## config.mk

```make
export PLATFORM = sky130hd
export DESIGN_NAME = soft_vote_class_change_detector_unit
export DESIGN_NICKNAME = d
export VERILOG_FILES = /design/src/rtl/svcd_pkg.sv /design/src/rtl/soft_vote_class_change_detector_unit.sv /design/src/rtl/svcd_argmax.sv /design/src/rtl/svcd_lane.sv /design/src/rtl/svcd_decide.sv
export SDC_FILE = /design/constraint.sdc
export NUM_CORES = 2
export LEC_CHECK = 0
export BUFFER_PORTS_ARGS = -buffer_cell sky130_fd_sc_hd__buf_2
export CORE_ASPECT_RATIO = 0.9
export CORE_UTILIZATION = 65
export CTS_BUF_LIST = sky130_fd_sc_hd__clkbuf_16
export CTS_CLUSTER_DIAMETER = 60
export DETAILED_ROUTE_END_ITERATION = 8
export PLACE_DENSITY = 0.9
export SYNTH_ARGS = -nofsm -noshare
export SYNTH_HDL_FRONTEND = slang
export SYNTH_SLANG_ARGS = --single-unit
```

## constraint.sdc

```tcl
create_clock -name aclk -period 24.9 [get_ports aclk]
set_input_delay 6.225 -clock aclk [delete_from_list [all_inputs] [get_ports aclk]]
set_output_delay 6.225 -clock aclk [all_outputs]
set_load 0.05 [all_outputs]
```

## src/rtl/svcd_pkg.sv

```systemverilog
// ----------------------------------------------------------------------------
// svcd_pkg
// Shared types and constants of the soft-vote class change detector.
// ----------------------------------------------------------------------------
package svcd_pkg;

    localparam int SCORE_W    = 8;
    localparam int NUM_INPUTS = 4;
    localparam int POOL_W     = 32;
    localparam int OLD_W      = POOL_W + 1;
    localparam int IN_W       = NUM_INPUTS * SCORE_W;
    localparam int OUT_W      = 8;
    localparam int CLS_OUT_W  = 2;

    localparam int WARMUP_W   = 7;
    localparam int NEG_W      = 2;
    localparam int CFG_IDX_W  = 1;
    localparam int CFG_DATA_W = 7;

    localparam logic [WARMUP_W-1:0] WARMUP_RESET = 7'd5;
    localparam logic [NEG_W-1:0]    NEG_RESET    = 2'd0;

    localparam logic [CFG_IDX_W-1:0] REG_WARMUP    = 1'd0;
    localparam logic [CFG_IDX_W-1:0] REG_NEG_CLASS = 1'd1;

    localparam logic signed [POOL_W-1:0] POOL_MAX = 32'sh7fff_ffff;
    localparam logic signed [POOL_W-1:0] POOL_MIN = 32'sh8000_0000;

    typedef enum logic [1:0] {
        SENSE_NEG     = 2'd0,
        SENSE_POS     = 2'd1,
        SENSE_UNKNOWN = 2'd2
    } sense_t;

    // per-lane commit controls
    typedef struct packed {
        logic take;
        logic fire;
    } lane_ctl_t;

endpackage

```

## src/rtl/soft_vote_class_change_detector_unit.sv

```systemverilog
// ----------------------------------------------------------------------------
// soft_vote_class_change_detector_unit
// A result appears on the m_axis side in the cycle after its request is taken.
// Throughput: one request per cycle while the m_axis side does not stall, set by
// the pool update, older-sum argmax and decision path that feeds the pool registers.
// Reset: pools, window sums and ring rows clear at once, warm-up count loads
// 5, sense becomes unknown; no clearing pass, requests are taken right away.
// ----------------------------------------------------------------------------
module soft_vote_class_change_detector_unit import svcd_pkg::*; #(
    parameter int WINDOW  = 4,
    parameter int CLASSES = 4
) (
    input  logic                  aclk,
    input  logic                  aresetn,
    input  logic                  s_axis_tvalid,
    output logic                  s_axis_tready,
    input  logic [IN_W-1:0]       s_axis_tdata,  // score_0, score_1, score_2, score_3
    output logic                  m_axis_tvalid,
    input  logic                  m_axis_tready,
    output logic [OUT_W-1:0]      m_axis_tdata,  // item_winner[1:0], decision_valid,
                                                 // decision_class[1:0], sense_state[1:0], pad
    input  logic                  cfg_valid,
    output logic                  cfg_ready,
    input  logic [CFG_IDX_W-1:0]  cfg_index,
    input  logic [CFG_DATA_W-1:0] cfg_data
);

    localparam int SLOT_W = (WINDOW > 1) ? $clog2(WINDOW) : 1;
    localparam int RSUM_W = SCORE_W + $clog2(WINDOW);
    localparam int IDX_W  = $clog2(CLASSES);
    localparam int CMP_W  = (IDX_W > CLS_OUT_W) ? IDX_W : CLS_OUT_W;

    logic [WARMUP_W-1:0] warmup_votes_reg, warmup_votes_next;
    logic [NEG_W-1:0]    neg_class_reg, neg_class_next;
    logic [WARMUP_W-1:0] warmup_left_reg, warmup_left_next;
    sense_t              sense_reg, sense_next;
    logic [SLOT_W-1:0]   slot_reg, slot_next;
    logic                m_valid_reg, m_valid_next;
    logic [OUT_W-1:0]    m_data_reg, m_data_next;

    logic take;
    logic cfg_take;
    logic fire;
    lane_ctl_t lane_ctl;

    logic signed [SCORE_W-1:0] score  [CLASSES];
    logic signed [RSUM_W-1:0]  recent [CLASSES];
    logic signed [OLD_W-1:0]   older  [CLASSES];

    logic [IDX_W-1:0] item_win;
    logic [IDX_W-1:0] recent_win;
    logic [IDX_W-1:0] older_win;
    logic [CMP_W-1:0] item_win_ext;
    logic [CMP_W-1:0] older_win_ext;
    sense_t           sense_step;

    assign s_axis_tready = !m_valid_reg || m_axis_tready;
    assign take          = s_axis_tvalid && s_axis_tready;
    assign cfg_ready     = 1'b1;
    assign cfg_take      = cfg_valid && cfg_ready;
    assign m_axis_tvalid = m_valid_reg;
    assign m_axis_tdata  = m_data_reg;

    assign slot_next = (slot_reg == SLOT_W'(WINDOW - 1)) ? '0 : slot_reg + 1'b1;

    generate
        for (genvar c = 0; c < CLASSES; c++) begin : g_lane
            if (c < NUM_INPUTS) begin : g_in
                assign score[c] = s_axis_tdata[c*SCORE_W +: SCORE_W];
            end else begin : g_zero
                assign score[c] = '0;
            end

            svcd_lane #(
                .WINDOW (WINDOW),
                .SLOT_W (SLOT_W),
                .RSUM_W (RSUM_W)
            ) u_lane (
                .aclk    (aclk),
                .aresetn (aresetn),
                .ctl     (lane_ctl),
                .wr_slot (slot_reg),
                .rd_slot (slot_next),
                .score   (score[c]),
                .recent  (recent[c]),
                .older   (older[c])
            );
        end
    endgenerate

    svcd_argmax #(.N(CLASSES), .W(SCORE_W), .IW(IDX_W)) u_item_max (
        .val (score),
        .idx (item_win)
    );

    svcd_argmax #(.N(CLASSES), .W(RSUM_W), .IW(IDX_W)) u_recent_max (
        .val (recent),
        .idx (recent_win)
    );

    svcd_argmax #(.N(CLASSES), .W(OLD_W), .IW(IDX_W)) u_older_max (
        .val (older),
        .idx (older_win)
    );

    svcd_decide #(.IDX_W(IDX_W)) u_decide (
        .recent_win (recent_win),
        .older_win  (older_win),
        .neg_class  (neg_class_reg),
        .warm_done  (warmup_left_reg == '0),
        .sense      (sense_reg),
        .fire       (fire),
        .sense_next (sense_step)
    );

    assign lane_ctl.take = take;
    assign lane_ctl.fire = fire;

    always_comb begin
        warmup_votes_next = warmup_votes_reg;
        neg_class_next    = neg_class_reg;
        warmup_left_next  = warmup_left_reg;
        sense_next        = sense_reg;
        m_valid_next      = m_valid_reg && !m_axis_tready;
        m_data_next       = m_data_reg;
        item_win_ext      = CMP_W'(item_win);
        older_win_ext     = CMP_W'(older_win);

        if (take) begin
            sense_next = sense_step;
            if (!fire && warmup_left_reg != '0) begin
                warmup_left_next = warmup_left_reg - 1'b1;
            end
            m_valid_next = 1'b1;
            m_data_next  = {1'b0, sense_step,
                            fire ? older_win_ext[CLS_OUT_W-1:0] : {CLS_OUT_W{1'b0}},
                            fire, item_win_ext[CLS_OUT_W-1:0]};
        end

        if (cfg_take) begin
            case (cfg_index)
                REG_WARMUP: begin
                    warmup_votes_next = cfg_data[WARMUP_W-1:0];
                    warmup_left_next  = cfg_data[WARMUP_W-1:0];
                end
                REG_NEG_CLASS: begin
                    neg_class_next = cfg_data[NEG_W-1:0];
                end
                default: begin
                end
            endcase
        end
    end

    always_ff @(posedge aclk) begin
        if (!aresetn) begin
            warmup_votes_reg <= WARMUP_RESET;
            neg_class_reg    <= NEG_RESET;
            warmup_left_reg  <= WARMUP_RESET;
            sense_reg        <= SENSE_UNKNOWN;
            slot_reg         <= '0;
            m_valid_reg      <= 1'b0;
        end else begin
            warmup_votes_reg <= warmup_votes_next;
            neg_class_reg    <= neg_class_next;
            warmup_left_reg  <= warmup_left_next;
            sense_reg        <= sense_next;
            m_valid_reg      <= m_valid_next;
            if (take) begin
                slot_reg <= slot_next;
            end
        end
    end

    always_ff @(posedge aclk) begin
        m_data_reg <= m_data_next;
    end

    // once a sense is known it never returns to unknown
    a_sense_sticky: assert property (@(posedge aclk) disable iff (!aresetn)
        (sense_reg != SENSE_UNKNOWN) |=> (sense_reg != SENSE_UNKNOWN))
        else $error("sense fell back to unknown");

    // a decision only fires once the warm-up count is exhausted
    a_fire_after_warmup: assert property (@(posedge aclk) disable iff (!aresetn)
        (take && fire) |-> (warmup_left_reg == '0))
        else $error("decision during warm-up");

    // an accepted request without decision counts the warm-up down by one
    a_warmup_count: assert property (@(posedge aclk) disable iff (!aresetn)
        (take && !fire && !cfg_take && warmup_left_reg != '0)
        |=> (warmup_left_reg == $past(warmup_left_reg) - 1'b1))
        else $error("warm-up count did not step");

    // every taken request leaves a result pending
    a_take_loads_out: assert property (@(posedge aclk) disable iff (!aresetn)
        take |=> m_valid_reg)
        else $error("result lost");

endmodule

```

## src/rtl/svcd_argmax.sv

```systemverilog
// ----------------------------------------------------------------------------
// svcd_argmax
// Balanced compare tree returning the index of the largest signed value,
// lowest index on ties.
// ----------------------------------------------------------------------------
module svcd_argmax #(
    parameter int N  = 4,
    parameter int W  = 8,
    parameter int IW = 2
) (
    input  logic signed [W-1:0] val [N],
    output logic [IW-1:0]       idx
);

    localparam int P = 1 << IW;

    logic signed [W-1:0] node_val [2*P-1];
    logic [IW-1:0]       node_idx [2*P-1];

    always_comb begin
        for (int i = 0; i < P; i++) begin
            // padding leaves hold the minimum so a real entry always wins the tie
            node_val[P-1+i] = (i < N) ? val[i] : {1'b1, {(W-1){1'b0}}};
            node_idx[P-1+i] = IW'(i);
        end
        for (int k = P - 2; k >= 0; k--) begin
            if (node_val[2*k+2] > node_val[2*k+1]) begin
                node_val[k] = node_val[2*k+2];
                node_idx[k] = node_idx[2*k+2];
            end else begin
                node_val[k] = node_val[2*k+1];
                node_idx[k] = node_idx[2*k+1];
            end
        end
        idx = node_idx[0];
    end

endmodule

```

## src/rtl/svcd_lane.sv

```systemverilog
// ----------------------------------------------------------------------------
// svcd_lane
// One class lane: saturating pool sum, ring of recent scores with a running
// window sum, and the older sum (pool minus window sum).
// ----------------------------------------------------------------------------
module svcd_lane import svcd_pkg::*; #(
    parameter int WINDOW = 4,
    parameter int SLOT_W = 2,
    parameter int RSUM_W = 10
) (
    input  logic                     aclk,
    input  logic                     aresetn,
    input  lane_ctl_t                ctl,
    input  logic [SLOT_W-1:0]        wr_slot,
    input  logic [SLOT_W-1:0]        rd_slot,
    input  logic signed [SCORE_W-1:0] score,
    output logic signed [RSUM_W-1:0] recent,
    output logic signed [OLD_W-1:0]  older
);

    logic signed [SCORE_W-1:0] ring_mem [WINDOW];
    logic [WINDOW-1:0]         row_valid_reg;
    logic signed [SCORE_W-1:0] evict_row_reg;
    logic signed [RSUM_W-1:0]  rsum_reg;
    logic signed [POOL_W-1:0]  pool_reg;

    logic signed [OLD_W-1:0]   pool_sum;
    logic signed [POOL_W-1:0]  pool_sat;
    logic signed [RSUM_W-1:0]  rsum_next;
    logic signed [POOL_W-1:0]  pool_next;
    logic signed [SCORE_W-1:0] evict_val;

    always_comb begin
        pool_sum = {pool_reg[POOL_W-1], pool_reg}
                 + {{(OLD_W-SCORE_W){score[SCORE_W-1]}}, score};
        if (pool_sum[OLD_W-1] != pool_sum[OLD_W-2]) begin
            pool_sat = pool_sum[OLD_W-1] ? POOL_MIN : POOL_MAX;
        end else begin
            pool_sat = pool_sum[POOL_W-1:0];
        end

        // evict_val already holds the row about to be overwritten
        rsum_next = rsum_reg
                  + {{(RSUM_W-SCORE_W){score[SCORE_W-1]}}, score}
                  - {{(RSUM_W-SCORE_W){evict_val[SCORE_W-1]}}, evict_val};

        older = {pool_sat[POOL_W-1], pool_sat}
              - {{(OLD_W-RSUM_W){rsum_next[RSUM_W-1]}}, rsum_next};
        recent = rsum_next;

        pool_next = ctl.fire ? {{(POOL_W-RSUM_W){rsum_next[RSUM_W-1]}}, rsum_next}
                             : pool_sat;
    end

    // next row to evict; with a one-row window it is the row being written
    always_ff @(posedge aclk) begin
        if (ctl.take) begin
            ring_mem[wr_slot] <= score;
            if (rd_slot == wr_slot) begin
                evict_row_reg <= score;
            end else begin
                evict_row_reg <= ring_mem[rd_slot];
            end
        end
    end

    logic evict_src_valid_reg;

    always_ff @(posedge aclk) begin
        if (!aresetn) begin
            row_valid_reg       <= '0;
            rsum_reg            <= '0;
            pool_reg            <= '0;
            evict_src_valid_reg <= 1'b0;
        end else if (ctl.take) begin
            row_valid_reg[wr_slot] <= 1'b1;
            rsum_reg               <= rsum_next;
            pool_reg               <= pool_next;
            evict_src_valid_reg    <= (rd_slot == wr_slot) || row_valid_reg[rd_slot];
        end
    end

    assign evict_val = evict_src_valid_reg ? evict_row_reg : '0;

endmodule

```

## src/rtl/svcd_decide.sv

```systemverilog
// ----------------------------------------------------------------------------
// svcd_decide
// Merging stage: compares the senses of the recent and older winners with
// the remembered sense and produces the decision and the next sense.
// ----------------------------------------------------------------------------
module svcd_decide import svcd_pkg::*; #(
    parameter int IDX_W = 2
) (
    input  logic [IDX_W-1:0] recent_win,
    input  logic [IDX_W-1:0] older_win,
    input  logic [NEG_W-1:0] neg_class,
    input  logic             warm_done,
    input  sense_t           sense,
    output logic             fire,
    output sense_t           sense_next
);

    localparam int CMP_W = (IDX_W > NEG_W) ? IDX_W : NEG_W;

    logic pos_old;
    logic pos_recent;

    always_comb begin
        pos_old    = CMP_W'(older_win) != CMP_W'(neg_class);
        pos_recent = CMP_W'(recent_win) != CMP_W'(neg_class);

        fire = ((sense == SENSE_UNKNOWN) || ({1'b0, pos_old} != sense))
             && (pos_old != pos_recent)
             && warm_done;

        sense_next = sense;
        if (fire) begin
            case (sense)
                SENSE_UNKNOWN: sense_next = pos_old ? SENSE_POS : SENSE_NEG;
                SENSE_POS:     sense_next = SENSE_NEG;
                SENSE_NEG:     sense_next = SENSE_POS;
                default:       sense_next = sense;
            endcase
        end
    end

endmodule

```

==> reports/qor.csv <==
metric,value,unit
initial_utilization,66.45,%
synthesis.area_per_instance,8.678,um^2
critical-path-max-stage-delay,0.84,ns
post_synth_instance_area,33850,um^2
postSynth.topFlopCell,sky130_fd_sc_hd__dfxtp_1,
estimated_wirelength_of_the_detail_placed_design,68320,um
grt_pass1_wl,153400,um
clkTransAtPathRegs,0.06,ns
ys_top_cells_by_count,"sky130_fd_sc_hd__ha_1, sky130_fd_sc_hd__a21oi_1, sky130_fd_sc_hd__nor2_1",
height_of_the_die,218.5,um
largest_net_degree_at_the_start_of_global_routing,84,
layout-drive-gt1-share,6.645,%
cts_buffers,43,
remaining_drc_errors,0,
grt_util_all_layers,35.83,%
hold_buffers,0,
antenna_left,0,
timing.setup.tns,0,ns
synth.area.top_cells,"sky130_fd_sc_hd__ha_1, sky130_fd_sc_hd__edfxtp_1, sky130_fd_sc_hd__dfxtp_1, sky130_fd_sc_hd__a21o_1, sky130_fd_sc_hd__a21oi_1",
vias,30630,
setup.worst_path.end_class,register,
unrepaired_setup_endpoints_after_global_routing,false,
finClkSkew,0.01872,ns
ctsLongestPathBuffers,3,
maxClockFrequency,47.24,MHz
arrival,21.66,ns
max-slew-margin-rel,17.65,%
setup.worst_path.start_class,input port,
avgRoutedWirePerCell,20.75,um
post-synth-top-count-cell,sky130_fd_sc_hd__ha_1,
cts_sink_cnt,369,
netlist_instances,3901,
fp.dieArea,53000,um^2
io_buffers,53,
reg2reg_setup_slack,9.17,ns
nets,4458,
synth_edf_count,167,
setup_viol_count_final,0,
cp_data_required_time,25.39,ns
routability_congestion_estimate_from_global_placement,0.9954,
ys_warn_count,0,
critPathKind,in -> reg,
clk-insertion-delay-late,0.61,ns
drt-initial-drc-count,3320,
yosys_register_bits,369,
mappedNetlistNets,4451,
drt_wl_total,95910,um
diodes,0,
yosys.area.top_type_share,17.04,%
area_growth_syn_to_fin,7.177,%
critical_path_peak_fanout,83,
post-cts-setup-buffer-count,0,
top_level_ports,56,
cpLargestDelayFamily,compound AO/OA/AOI/OAI gates,
asyncSetResetFlopFracSynth,0,%
final_report_max_slew_violation_count,0,
netlist.top_cell.by_area,sky130_fd_sc_hd__ha_1,
vias_per_cell,6.626,
max_cap_viol_count,0,
path_buf_inv,6,
grt_antenna_before_repair,2,
die_width,242.6,um
report.final.hold_viol_count,0,
worst_path_max_delay_cell,sky130_fd_sc_hd__buf_4,
fin_crit_sh,85.02,%
cts-resized-gates,0,
max_slew.worst_pin.slew,1.227,ns
clock_tree_from_tritoncts,yes,
portion_of_the_post_synthesis_area_used_by_sequential_elements,26.76,%
clock-root-buffer,sky130_fd_sc_hd__clkbuf_16,
rows,78,
grt_pass1_vias,29560,
timing.critical_path.mode_cell,sky130_fd_sc_hd__ha_1,
gr-total-overflow,0,
status,finished clean,
cts-htree-levels,2,
synth.distinct_cells,85,
hold_path_class,reg -> reg,
drt-pass1-iter-count,8,
core-area,50940,um^2
fin_crit,21.17,ns
-- cells by family (layout without fill, tap and decap cells) --
logic type / count (synthesis) / count (layout) / synth area share [%]
other: 2 / 2 / 0.02218
xor gates and xnor gates: 263 / 263 / 6.804
adders and majority gates: 506 / 506 / 19.67
buffers and inverters: 422 / 464 / 4.860
DFF: 369 / 369 / 26.76
muxes: 79 / 79 / 3.696
AOI/OAI and AO/OA: 1235 / 1235 / 23.96
and+or+nand+nor: 1025 / 1025 / 14.23
-- worst register-to-register path, delay by kind of cell (launching register included) --
| family | cells | cell delay, ns |
|---|---|---|
| compound gates | 23 | 5.46 |
| simple gates | 17 | 4.53 |
| buf+inv | 5 | 2.06 |
| fa+ha+maj | 6 | 1.89 |
| mux | 3 | 1.00 |
| flops | 1 | 0.37 |
| xor+xnor | 2 | 0.28 |
-- layout make-up --
type                       count  area (um^2)
multi-input combinational   3110        23220
fill                        3669        14660
sequential                   369         9059
clock buffer                  47         1176
inverter                     290         1091
tap                          680        850.8
timing repair buffer          94        573.1
clock inverter                33        316.6
-- through the flow --
step           instances  hold WS, ns  worst slack, ns  cell area, um^2  utilization, %
3_3_place_gp        4543       0.4390            4.059            34790           68.29
3_5_place_dp        4543       0.4496            3.634            34790           68.29
5_1_grt             4623       0.4841            2.742            36280           71.22
6_report            4623       0.4621            3.731            36280           71.22
2_1_floorplan       3901       0.4291            7.208            33850               -
4_1_cts             4623       0.4592            4.083            36280           71.22
-- per-layer routing --
metal	global-route usage [%]	part of all wire [%]	wire (um)
met2	59.04	45	43610
met5	0	0	0
met3	5.489	9.4	8996
met1	45.77	40	38290
met4	18.23	5.2	5011
-- placed cells by master, fill, tap and decap left out, types with 41 or more instances in the layout --
| master | synthesis | layout |
|---|---|---|
| sky130_fd_sc_hd__nor2_1 | 307 | 304 |
| sky130_fd_sc_hd__nand4_1 | 41 | 41 |
| sky130_fd_sc_hd__o21a_1 | 53 | 53 |
| sky130_fd_sc_hd__nand3_1 | 83 | 83 |
| sky130_fd_sc_hd__o21bai_1 | 43 | 43 |
| sky130_fd_sc_hd__inv_1 | 288 | 292 |
| sky130_fd_sc_hd__edfxtp_1 | 167 | 167 |
| sky130_fd_sc_hd__buf_4 | 4 | 41 |
| sky130_fd_sc_hd__fa_1 | 44 | 44 |
| sky130_fd_sc_hd__buf_2 | 19 | 53 |
| sky130_fd_sc_hd__nor3_1 | 41 | 41 |
| sky130_fd_sc_hd__o21ai_0 | 222 | 222 |
| sky130_fd_sc_hd__a22o_1 | 64 | 64 |
| sky130_fd_sc_hd__a21o_1 | 244 | 244 |
| sky130_fd_sc_hd__xnor2_1 | 185 | 185 |
| sky130_fd_sc_hd__xor2_1 | 78 | 75 |
| sky130_fd_sc_hd__nand2_1 | 289 | 287 |
| sky130_fd_sc_hd__clkbuf_16 | 0 | 47 |
| sky130_fd_sc_hd__nor2b_1 | 55 | 55 |
| sky130_fd_sc_hd__dfxtp_1 | 202 | 202 |
| sky130_fd_sc_hd__nand2b_1 | 98 | 98 |
| sky130_fd_sc_hd__ha_1 | 461 | 461 |
| sky130_fd_sc_hd__a21oi_1 | 355 | 355 |
-- path summary, 6_finish.rpt --
check | start | end | depth (start not counted)
worst max-delay path | s_axis_tdata[8] | g_lane[2].u_lane.pool_reg[30] | 57
worst min-delay path | g_lane[3].u_lane.pool_reg[17] | g_lane[3].u_lane.pool_reg[17] | 2
worst max register to register | g_lane[1].u_lane.pool_reg[0] | g_lane[2].u_lane.pool_reg[30] | 56
worst min register to register | g_lane[3].u_lane.pool_reg[17] | g_lane[3].u_lane.pool_reg[17] | 2
Power is not shown: default switching activity piles up to over one toggle a cycle in this logic, so the estimate is an artifact.
